===== src/hw/rtl/toy_cpu_execute_with_segment_check_core_assert.svh =====
// Assertion helpers for the toy CPU execute core.
// Both checks are sampled on the rising clock edge and are off while reset is low.
`ifndef TOY_CPU_EXECUTE_WITH_SEGMENT_CHECK_CORE_ASSERT_SVH
`define TOY_CPU_EXECUTE_WITH_SEGMENT_CHECK_CORE_ASSERT_SVH

// The consequent must hold in the same cycle as the antecedent.
`define TOYCPU_ASSERT_NOW(label, clk, rst_n, ante, cons, msg) \
    label: assert property (@(posedge clk) disable iff (!rst_n) (ante) |-> (cons)) \
        else $error(msg);

// The consequent must hold in the cycle after the antecedent.
`define TOYCPU_ASSERT_NEXT(label, clk, rst_n, ante, cons, msg) \
    label: assert property (@(posedge clk) disable iff (!rst_n) (ante) |=> (cons)) \
        else $error(msg);

`endif


===== src/hw/rtl/toycpu_pkg.sv =====
`default_nettype none

package toycpu_pkg;

    localparam int DATA_W    = 32;
    localparam int NUM_REGS  = 8;
    localparam int REG_IDX_W = $clog2(NUM_REGS);

    localparam int IN_TDATA_W  = 80;
    localparam int OUT_TDATA_W = 136;

    typedef enum logic [3:0] {
        OP_SET       = 4'd0,
        OP_SUM       = 4'd1,
        OP_SUB       = 4'd2,
        OP_READ      = 4'd3,
        OP_WRITE     = 4'd4,
        OP_JNZ       = 4'd5,
        OP_LOG       = 4'd6,
        OP_SYSCALL   = 4'd7,
        OP_MEM_RESP  = 4'd8,
        OP_RAISE     = 4'd9,
        OP_CHECK_INT = 4'd10
    } t_op;

    typedef enum logic [1:0] {
        REQ_NONE  = 2'd0,
        REQ_READ  = 2'd1,
        REQ_WRITE = 2'd2
    } t_req;

    typedef enum logic {
        CFG_BASE  = 1'b0,
        CFG_LIMIT = 1'b1
    } t_cfg_idx;

    localparam logic [3:0] CODE_SEGFAULT = 4'd0;
    localparam logic [1:0] PRIO_SEGFAULT = 2'd1;
    localparam logic [1:0] PRIO_SYSCALL  = 2'd2;

    typedef struct packed {
        t_op         op;
        logic [3:0]  reg_first;
        logic [3:0]  reg_second;
        logic [31:0] immediate;
        logic [31:0] mem_data;
        logic        mem_status;
        logic [3:0]  event_code;
        logic [1:0]  event_priority;
    } t_item;

    typedef struct packed {
        logic [31:0] program_counter;
        t_req        mem_request;
        logic [31:0] mem_address;
        logic [31:0] mem_write_value;
        logic [31:0] log_value;
        logic        operand_error;
        logic        interrupt_valid;
        logic [3:0]  interrupt_code;
        logic [1:0]  interrupt_priority;
    } t_result;

    typedef struct packed {
        logic [31:0]          pc;
        logic [REG_IDX_W-1:0] rd_dest;
        logic                 rd_outstanding;
        logic                 pend_valid;
        logic [3:0]           pend_code;
        logic [1:0]           pend_prio;
    } t_arch_state;

    typedef struct packed {
        logic                 wen;
        logic [REG_IDX_W-1:0] waddr;
        logic [DATA_W-1:0]    wdata;
    } t_rf_write;

endpackage

`default_nettype wire


===== src/hw/rtl/toycpu_exec.sv =====
`default_nettype none

// Executes one item against the architectural state: produces the result,
// the next state and at most one register file write.
module toycpu_exec
    import toycpu_pkg::*;
(
    input  var t_item             i_item,
    input  var logic [DATA_W-1:0] i_opnd_a,
    input  var logic [DATA_W-1:0] i_opnd_b,
    input  var t_arch_state       i_state,
    input  var logic [31:0]       i_seg_base,
    input  var logic [31:0]       i_seg_limit,
    output t_result               o_result,
    output t_arch_state           o_next_state,
    output t_rf_write             o_rf_write
);

    logic       ok_a;
    logic       ok_b;
    logic       step;
    logic       raise;
    logic [3:0] raise_code;
    logic [1:0] raise_prio;

    assign ok_a = 32'(i_item.reg_first) < NUM_REGS;
    assign ok_b = 32'(i_item.reg_second) < NUM_REGS;

    always_comb begin
        o_result     = '0;
        o_next_state = i_state;
        o_rf_write   = '0;
        step         = 1'b0;
        raise        = 1'b0;
        raise_code   = CODE_SEGFAULT;
        raise_prio   = PRIO_SEGFAULT;

        o_rf_write.waddr = i_item.reg_first[REG_IDX_W-1:0];

        case (i_item.op)
            OP_SET: begin
                step = 1'b1;
                if (ok_a) begin
                    o_rf_write.wen   = 1'b1;
                    o_rf_write.wdata = i_item.immediate;
                end else begin
                    o_result.operand_error = 1'b1;
                end
            end
            OP_SUM, OP_SUB: begin
                step = 1'b1;
                if (ok_a && ok_b) begin
                    o_rf_write.wen   = 1'b1;
                    o_rf_write.wdata = (i_item.op == OP_SUM) ? i_opnd_a + i_opnd_b
                                                             : i_opnd_a - i_opnd_b;
                end else begin
                    o_result.operand_error = 1'b1;
                end
            end
            OP_READ: begin
                step = 1'b1;
                if (!(ok_a && ok_b)) begin
                    o_result.operand_error = 1'b1;
                end else if (i_opnd_b >= i_seg_limit) begin
                    raise = 1'b1;
                end else begin
                    o_result.mem_request        = REQ_READ;
                    o_result.mem_address        = i_seg_base + i_opnd_b;
                    o_next_state.rd_dest        = i_item.reg_first[REG_IDX_W-1:0];
                    o_next_state.rd_outstanding = 1'b1;
                end
            end
            OP_WRITE: begin
                step = 1'b1;
                if (!(ok_a && ok_b)) begin
                    o_result.operand_error = 1'b1;
                end else if (i_opnd_a >= i_seg_limit) begin
                    raise = 1'b1;
                end else begin
                    o_result.mem_request     = REQ_WRITE;
                    o_result.mem_address     = i_seg_base + i_opnd_a;
                    o_result.mem_write_value = i_opnd_b;
                end
            end
            OP_JNZ: begin
                if (!ok_a) begin
                    o_result.operand_error = 1'b1;
                end else if (i_opnd_a != '0) begin
                    o_next_state.pc = i_item.immediate;
                end else begin
                    step = 1'b1;
                end
            end
            OP_LOG: begin
                step = 1'b1;
                if (ok_a) begin
                    o_result.log_value = i_opnd_a;
                end else begin
                    o_result.operand_error = 1'b1;
                end
            end
            OP_SYSCALL: begin
                step       = 1'b1;
                raise      = 1'b1;
                raise_code = i_item.event_code;
                raise_prio = PRIO_SYSCALL;
            end
            OP_MEM_RESP: begin
                if (i_item.mem_status) begin
                    raise = 1'b1;
                end else if (i_state.rd_outstanding) begin
                    o_rf_write.wen   = 1'b1;
                    o_rf_write.waddr = i_state.rd_dest;
                    o_rf_write.wdata = i_item.mem_data;
                end
                o_next_state.rd_outstanding = 1'b0;
            end
            OP_RAISE: begin
                raise      = 1'b1;
                raise_code = i_item.event_code;
                raise_prio = i_item.event_priority;
            end
            OP_CHECK_INT: begin
                if (i_state.pend_valid) begin
                    o_result.interrupt_valid    = 1'b1;
                    o_result.interrupt_code     = i_state.pend_code;
                    o_result.interrupt_priority = i_state.pend_prio;
                end
                o_next_state.pend_valid = 1'b0;
                o_next_state.pend_code  = '0;
                o_next_state.pend_prio  = '0;
            end
            default: begin
            end
        endcase

        // Only a strictly more urgent interrupt displaces the one already held.
        if (raise && (!i_state.pend_valid || raise_prio < i_state.pend_prio)) begin
            o_next_state.pend_valid = 1'b1;
            o_next_state.pend_code  = raise_code;
            o_next_state.pend_prio  = raise_prio;
        end

        if (step) begin
            o_next_state.pc = i_state.pc + 32'd1;
        end

        o_result.program_counter = o_next_state.pc;
    end

endmodule

`default_nettype wire


===== src/hw/rtl/toy_cpu_execute_with_segment_check_core.sv =====
// Channel   Direction  Handshake                 Payload
// s         in         i_s_tvalid / o_s_tready   i_s_tdata (80), i_s_tuser (4)
// m         out        o_m_tvalid / i_m_tready   o_m_tdata (136), o_m_tuser (2)
// cfg       in         i_cfg_valid / o_cfg_ready i_cfg_index (1), i_cfg_data (32)
//
// Every item yields exactly one result item, via the input stage and result register.
// One item is accepted per cycle unless the output stalls: the register file read for
// an item happens as it is taken in, and a write made by the item ahead of it is forwarded.
// Reset (synchronous, active low) clears the pipeline, PC, interrupt slot,
// segment registers and register file valid bits; no clearing pass is needed.
// A stalled output holds its result while one more item waits in the input stage.
`default_nettype none

`include "toy_cpu_execute_with_segment_check_core_assert.svh"

module toy_cpu_execute_with_segment_check_core
    import toycpu_pkg::*;
(
    input  var logic                   i_clk,
    input  var logic                   i_rst_n,

    input  var logic                   i_s_tvalid,
    output logic                       o_s_tready,
    // reg_first[3:0], reg_second[7:4], immediate[39:8], mem_data[71:40],
    // mem_status[72], event_code[76:73], event_priority[78:77], zero[79]
    input  var logic [IN_TDATA_W-1:0]  i_s_tdata,
    // operation[3:0]
    input  var logic [3:0]             i_s_tuser,

    output logic                       o_m_tvalid,
    input  var logic                   i_m_tready,
    // program_counter[31:0], mem_address[63:32], mem_write_value[95:64],
    // log_value[127:96], operand_error[128], interrupt_valid[129],
    // interrupt_code[133:130], interrupt_priority[135:134]
    output logic [OUT_TDATA_W-1:0]     o_m_tdata,
    // mem_request[1:0]
    output logic [1:0]                 o_m_tuser,

    input  var logic                   i_cfg_valid,
    output logic                       o_cfg_ready,
    input  var logic                   i_cfg_index,
    input  var logic [31:0]            i_cfg_data
);

    // Input stage: the item plus its register operands, read as it arrives.
    logic              r_in_valid;
    t_item             r_in;
    logic [DATA_W-1:0] r_rd_a;
    logic [DATA_W-1:0] r_rd_b;
    logic              r_a_vld;
    logic              r_b_vld;
    logic              r_a_byp;
    logic              r_b_byp;
    logic [DATA_W-1:0] r_byp_data;

    // Architectural state, segment registers and the result register.
    t_arch_state       r_state;
    logic [31:0]       r_seg_base;
    logic [31:0]       r_seg_limit;
    logic              r_out_valid;
    t_result           r_out;

    // Register file storage and its per-entry valid bits; an entry never
    // written since reset reads as zero.
    logic [DATA_W-1:0]   mem_rf [NUM_REGS];
    logic [NUM_REGS-1:0] r_rf_vld;

    t_item             in_item;
    logic              in_fire;
    logic              exec_fire;
    logic              rf_wen;
    logic [DATA_W-1:0] opnd_a;
    logic [DATA_W-1:0] opnd_b;
    t_result           exec_result;
    t_arch_state       n_state;
    t_rf_write         exec_write;
    logic [REG_IDX_W-1:0] idx_a;
    logic [REG_IDX_W-1:0] idx_b;

    assign in_item.op             = t_op'(i_s_tuser);
    assign in_item.reg_first      = i_s_tdata[3:0];
    assign in_item.reg_second     = i_s_tdata[7:4];
    assign in_item.immediate      = i_s_tdata[39:8];
    assign in_item.mem_data       = i_s_tdata[71:40];
    assign in_item.mem_status     = i_s_tdata[72];
    assign in_item.event_code     = i_s_tdata[76:73];
    assign in_item.event_priority = i_s_tdata[78:77];

    assign idx_a = in_item.reg_first[REG_IDX_W-1:0];
    assign idx_b = in_item.reg_second[REG_IDX_W-1:0];

    // The execute step fires when the result register is free or being emptied;
    // the input stage refills in the same cycle.
    assign exec_fire  = r_in_valid && (!r_out_valid || i_m_tready);
    assign o_s_tready = !r_in_valid || exec_fire;
    assign in_fire    = i_s_tvalid && o_s_tready;
    assign rf_wen     = exec_fire && exec_write.wen;

    assign o_cfg_ready = 1'b1;

    always_ff @(posedge i_clk) begin
        if (!i_rst_n) begin
            r_seg_base  <= '0;
            r_seg_limit <= '0;
        end else if (i_cfg_valid) begin
            unique case (t_cfg_idx'(i_cfg_index))
                CFG_BASE:  r_seg_base  <= i_cfg_data;
                CFG_LIMIT: r_seg_limit <= i_cfg_data;
                default: begin
                end
            endcase
        end
    end

    always_ff @(posedge i_clk) begin
        if (rf_wen) begin
            mem_rf[exec_write.waddr] <= exec_write.wdata;
        end
        if (in_fire) begin
            r_rd_a <= mem_rf[idx_a];
            r_rd_b <= mem_rf[idx_b];
        end
    end

    always_ff @(posedge i_clk) begin
        if (!i_rst_n) begin
            r_rf_vld <= '0;
        end else if (rf_wen) begin
            r_rf_vld[exec_write.waddr] <= 1'b1;
        end
    end

    // Operand capture: a write landing in the same cycle is forwarded.
    always_ff @(posedge i_clk) begin
        if (in_fire) begin
            r_in       <= in_item;
            r_a_vld    <= r_rf_vld[idx_a];
            r_b_vld    <= r_rf_vld[idx_b];
            r_a_byp    <= rf_wen && (exec_write.waddr == idx_a);
            r_b_byp    <= rf_wen && (exec_write.waddr == idx_b);
            r_byp_data <= exec_write.wdata;
        end
    end

    always_ff @(posedge i_clk) begin
        if (!i_rst_n) begin
            r_in_valid <= 1'b0;
        end else if (o_s_tready) begin
            r_in_valid <= i_s_tvalid;
        end
    end

    assign opnd_a = r_a_byp ? r_byp_data : (r_a_vld ? r_rd_a : '0);
    assign opnd_b = r_b_byp ? r_byp_data : (r_b_vld ? r_rd_b : '0);

    toycpu_exec u_exec (
        .i_item       (r_in),
        .i_opnd_a     (opnd_a),
        .i_opnd_b     (opnd_b),
        .i_state      (r_state),
        .i_seg_base   (r_seg_base),
        .i_seg_limit  (r_seg_limit),
        .o_result     (exec_result),
        .o_next_state (n_state),
        .o_rf_write   (exec_write)
    );

    always_ff @(posedge i_clk) begin
        if (!i_rst_n) begin
            r_state <= '0;
        end else if (exec_fire) begin
            r_state <= n_state;
        end
    end

    always_ff @(posedge i_clk) begin
        if (exec_fire) begin
            r_out <= exec_result;
        end
    end

    always_ff @(posedge i_clk) begin
        if (!i_rst_n) begin
            r_out_valid <= 1'b0;
        end else if (exec_fire) begin
            r_out_valid <= 1'b1;
        end else if (i_m_tready) begin
            r_out_valid <= 1'b0;
        end
    end

    assign o_m_tvalid = r_out_valid;
    assign o_m_tuser  = r_out.mem_request;
    assign o_m_tdata  = {r_out.interrupt_priority, r_out.interrupt_code,
                         r_out.interrupt_valid, r_out.operand_error,
                         r_out.log_value, r_out.mem_write_value,
                         r_out.mem_address, r_out.program_counter};

    // A request never goes out together with an operand error.
    `TOYCPU_ASSERT_NOW(a_req_no_err, i_clk, i_rst_n,
        r_out_valid && (r_out.mem_request != REQ_NONE), !r_out.operand_error,
        "memory request issued with an operand error")

    // An issued read leaves a read outstanding.
    `TOYCPU_ASSERT_NEXT(a_read_outstanding, i_clk, i_rst_n,
        exec_fire && (exec_result.mem_request == REQ_READ), r_state.rd_outstanding,
        "read issued but no read outstanding")

    // Checking the interrupt slot always empties it.
    `TOYCPU_ASSERT_NEXT(a_check_clears, i_clk, i_rst_n,
        exec_fire && (r_in.op == OP_CHECK_INT), !r_state.pend_valid,
        "interrupt slot not cleared by a check")

    // A check on a full slot hands out an interrupt in the next result.
    `TOYCPU_ASSERT_NEXT(a_check_hands_out, i_clk, i_rst_n,
        exec_fire && (r_in.op == OP_CHECK_INT) && r_state.pend_valid,
        r_out_valid && r_out.interrupt_valid,
        "pending interrupt not handed out")

endmodule

`default_nettype wire

===== config.mk =====
export PLATFORM = sky130hd
export DESIGN_NAME = toy_cpu_execute_with_segment_check_core
export DESIGN_NICKNAME = d
export VERILOG_FILES = /design/src/hw/rtl/toycpu_pkg.sv /design/src/hw/rtl/toycpu_exec.sv /design/src/hw/rtl/toy_cpu_execute_with_segment_check_core.sv
export VERILOG_INCLUDE_DIRS = /design/src /design/src/hw/rtl
export SDC_FILE = /design/constraint.sdc
export NUM_CORES = 1
export LEC_CHECK = 0
export BUFFER_PORTS_ARGS = -buffer_cell sky130_fd_sc_hd__buf_2
export CAP_MARGIN = 0
export CELL_PAD_IN_SITES_DETAIL_PLACEMENT = 1
export CELL_PAD_IN_SITES_GLOBAL_PLACEMENT = 2
export CORE_MARGIN = 10
export CORE_UTILIZATION = 44
export CTS_BUF_LIST = sky130_fd_sc_hd__clkbuf_2 sky130_fd_sc_hd__clkbuf_4 sky130_fd_sc_hd__clkbuf_8
export DETAILED_ROUTE_END_ITERATION = 8
export PLACE_DENSITY = 0.84
export SYNTH_ARGS = -nofsm -noshare
export SYNTH_HDL_FRONTEND = slang
export SYNTH_SLANG_ARGS = --single-unit

===== constraint.sdc =====
create_clock -name i_clk -period 8.4 [get_ports i_clk]
set_clock_uncertainty 0.05 [all_clocks]
set_input_delay 0.84 -clock i_clk [delete_from_list [all_inputs] [get_ports i_clk]]
set_output_delay 0.84 -clock i_clk [all_outputs]
set_load 0.01 [all_outputs]

==> results_dict.tcl <==
set metrics [dict create \
    h-tree-depth 3 \
    numCtsBuffers 110 \
    crit_fanout 41 \
    yosysSeqAreaShare_pct 55.3 \
    synthTopCellsByArea "edfxtp_1 49%, mux4_2 8.4%, dfxtp_1 6.6%" \
    cellPowerDensity_nw_per_um2 196 \
    place_ws_ps 2160 \
    ctsHoldBuffers 0 \
    finalMaxSlewViolations 0 \
    timing.final.ws_setup_ps 1940 \
    post_cts.repair.setup_buffers 0 \
    power.internal_w 0.00583 \
    ant_nets 0 \
    antenna_found_initial 7 \
    relSlewSlack_pct 7.79 \
    crit_path_frequent_cell "nor2_1" \
    required_ps 8740 \
    period_share_pct 76.9 \
    rsz0062_at_grt "false" \
    critPathKind "reg -> reg" \
    p_sw_w 0.00205 \
    first_pass_iters 8 \
    synth_top_area_share_pct 48.7 \
    setup_viol 0 \
    clockBufferDepth 3 \
    timing.fmax_mhz 155 \
    root_buffer "clkbuf_8" \
    min_to "r_in[3]$_DFFE_PP_" \
    synth_cell_types 89 \
    drive_above_1_share_pct 24.0 \
    hold_path.startpoint "i_s_tdata[74]" \
    mostFrequentLayoutCell "edfxtp_1" \
    cp_slowest_cell "o21ai_0" \
    cts-resized-gates 0 \
    power_frac_seq_pct 49.5 \
    cts_tree "built" \
    clockPowerShare_pct 38.2 \
    avgSynthCellArea_um2 12.8 \
    wl_um 115000 \
    clk_pin_slew_ps 70 \
    async_reset_ff_share_pct 0 \
    start_util_pct 44.6 \
    ir_worst_vdd_uv 125 \
    chipHeight_um 304 \
    final_cell_mix "574 x edfxtp_1, 285 x nand2_1, 257 x buf_2" \
    hpwlAfterDp_um 83700 \
    ioPinCount 263 \
    hold_viol_final 0 \
    status "finished, final reports clean" \
    cts_sinks 691 \
    wl_per_cell_um 27.4 \
    syn-num-nets 3055 \
    reg2reg_to "mem_rf[3][27]$_DFFE_PP_" \
    crit_arrival_ps 6800 \
    synth-edff-count 574 \
    core-area_um2 79400 \
    gr-total-overflow 0 \
    cp_slowest_stage_delay_ps 820 \
    track_usage_pct 24.2 \
    crit_chain "buf_4, nor2b_4, a22oi_4, nand4_2, nor4_4, nand3_2, nor2_1, a31oi_1, xnor2_1, ha_1, nand4_1, nor3_1, o211ai_1, a311oi_1, a41oi_1, a21boi_0, nor2_1, xor2_1, o21ai_0" \
    worst_pin_slew_ps 1370 \
    min_period_ps 6460 \
    route.vias.total 25300 \
    areaGrowthSynthToFinish_pct 13.6 \
    hold_path_depth 1 \
    reg2regPathDepth 19 \
    clock_latency_ps 750 \
    die_area_um2 92200 \
    worst_setup_path_start_kind "flip-flop" \
    synth_area_leader_cell "edfxtp_1" \
    grt_max_degree 76 \
    hp-class "in -> reg" \
    vias_per_cell 6.02 \
    grt_pass1_wl_um 172000 \
    fin_hold_ws_ps 226 \
    reg2reg_slack_ps 1940 \
    p_comb_share_pct 12.3 \
    drt_iter0_markers 1991 \
    netlist_area_um2 35400 \
    io_buffer_count 260 \
    r2r_start "r_b_byp$_DFFE_PP_" \
    synth_flop_cell "edfxtp_1" \
    fp-row-count 103 \
    total_leakage_power_nw 15.1 \
    die_x_um 304 \
    crit_path_end_kind "flip-flop" \
    grt_pass1_vias 26700 \
    syn_inst 2771 \
    switching_share_pct 26.0 \
    worst-path-buf-inv 1 \
    tns_ps 0 \
    drc_errors 0 \
    crit_family "compound AO/OA/AOI/OAI gates" \
    ys_warn_count 0 \
    cap_violations 0 \
    synth-seq-cells 691 \
    nNetsFinal 3342 \
    place.gp.congestion 0.931 \
]
worst max-delay path by stage:
stage,to,slack [ps],cells after the start,startpoint
after global routing,r_byp_data[27]$_DFFE_PP_,1360,19,r_b_byp$_DFFE_PP_
final,mem_rf[3][27]$_DFFE_PP_,1940,19,r_b_byp$_DFFE_PP_
after global placement,mem_rf[2][27]$_DFFE_PP_,2310,19,r_b_byp$_DFFE_PP_
after CTS,mem_rf[0][27]$_DFFE_PP_,2060,19,r_b_byp$_DFFE_PP_
after detailed placement,mem_rf[3][27]$_DFFE_PP_,2160,19,r_b_byp$_DFFE_PP_
after floorplan,o_m_tdata[0]$_DFFE_PP_,2240,6,i_m_tready
synth_stat cells, types with 39 or more instances:
master,instances
a22oi_1,54
xor2_1,39
inv_1,97
mux2_2,70
xnor2_1,78
edfxtp_1,574
a21oi_1,122
clkbuf_1,88
ha_1,159
nor2_1,107
a21o_1,68
nand2_1,286
o21ai_0,94
dfxtp_1,117
nor2b_1,45
a21boi_0,70
mux4_2,132
a22o_1,39
layer usage:
metal,global-route usage [%],part of all wire (%),routed length (µm)
met3,3.34,5.5,6350
met4,10.2,3.9,4520
met5,0,0,0
met2,40.6,49,56100
met1,31.0,42,48100
cell type report:
type	count	area (µm²)
clock buffer	154	1880
timing repair buffer	303	1630
inverter	105	399
sequential	691	19600
clock inverter	51	417
multi-input combinational	1847	15000
tap	1050	1310
fill	8199	39200
antenna	3	7.51
cells by family (layout without fill, tap and decap cells):
family	Yosys count	in the layout	synth area share, %
flip-flops	691	691	55.3
AO/OA/AOI/OAI	677	677	13.2
AND/OR/NAND/NOR	673	673	9.16
buffers and inverters	233	613	2.59
multiplexers	216	216	11.0
adder cells (fa/ha/maj)	163	163	5.82
XOR/XNOR	117	117	2.89
other	1	4	0.0106
worst reg2reg max path, cell delays in order (launching register included):
cell,delay (ps)
edfxtp_1,320
buf_4,400
nor2b_4,270
a22oi_4,310
nand4_2,240
nor4_4,330
nand3_2,250
nor2_1,420
a31oi_1,170
xnor2_1,180
ha_1,410
nand4_1,170
nor3_1,230
o211ai_1,190
a311oi_1,540
a41oi_1,260
a21boi_0,290
nor2_1,80
xor2_1,170
o21ai_0,820
metrics by stage:
step           util [%]  power (W)  cells  area (µm²)
3_5_place_dp       47.7    0.00492   3993       37900
4_1_cts            50.6    0.00793   4198       40200
5_1_grt            50.7    0.00819   4204       40200
3_3_place_gp       47.7    0.00488   3993       37900
6_report           50.7    0.00788   4204       40200
2_1_floorplan         -    0.00458   2771       35400
power groups by stage:
| stage | sequential (W) | combinational, W | clock, W |
|---|---|---|---|
| 6_report | 0.00390 | 0.000969 | 0.00301 |
| 5_1_grt | 0.00390 | 0.00105 | 0.00323 |
| 3_3_place_gp | 0.00396 | 0.000921 | 0 |
| 2_1_floorplan | 0.00395 | 0.000631 | 0 |
| 4_1_cts | 0.00390 | 0.000962 | 0.00308 |
| 3_5_place_dp | 0.00397 | 0.000955 | 0 |
flip-flops by register name, summed over array words and instances, names as in the netlist:
register / count
r_rf_vld: 8
r_in: 80
r_b_byp: 1
r_rd_a: 32
r_b_vld: 1
r_rd_b: 32
r_a_vld: 1
o_m_tvalid: 1
o_m_tdata: 136
r_seg_limit: 32
r_a_byp: 1
mem_rf: 256
r_in_valid: 1
r_byp_data: 32
r_state: 43
o_m_tuser: 2
r_seg_base: 32
Note: power is estimated with default switching activity, not from simulation.
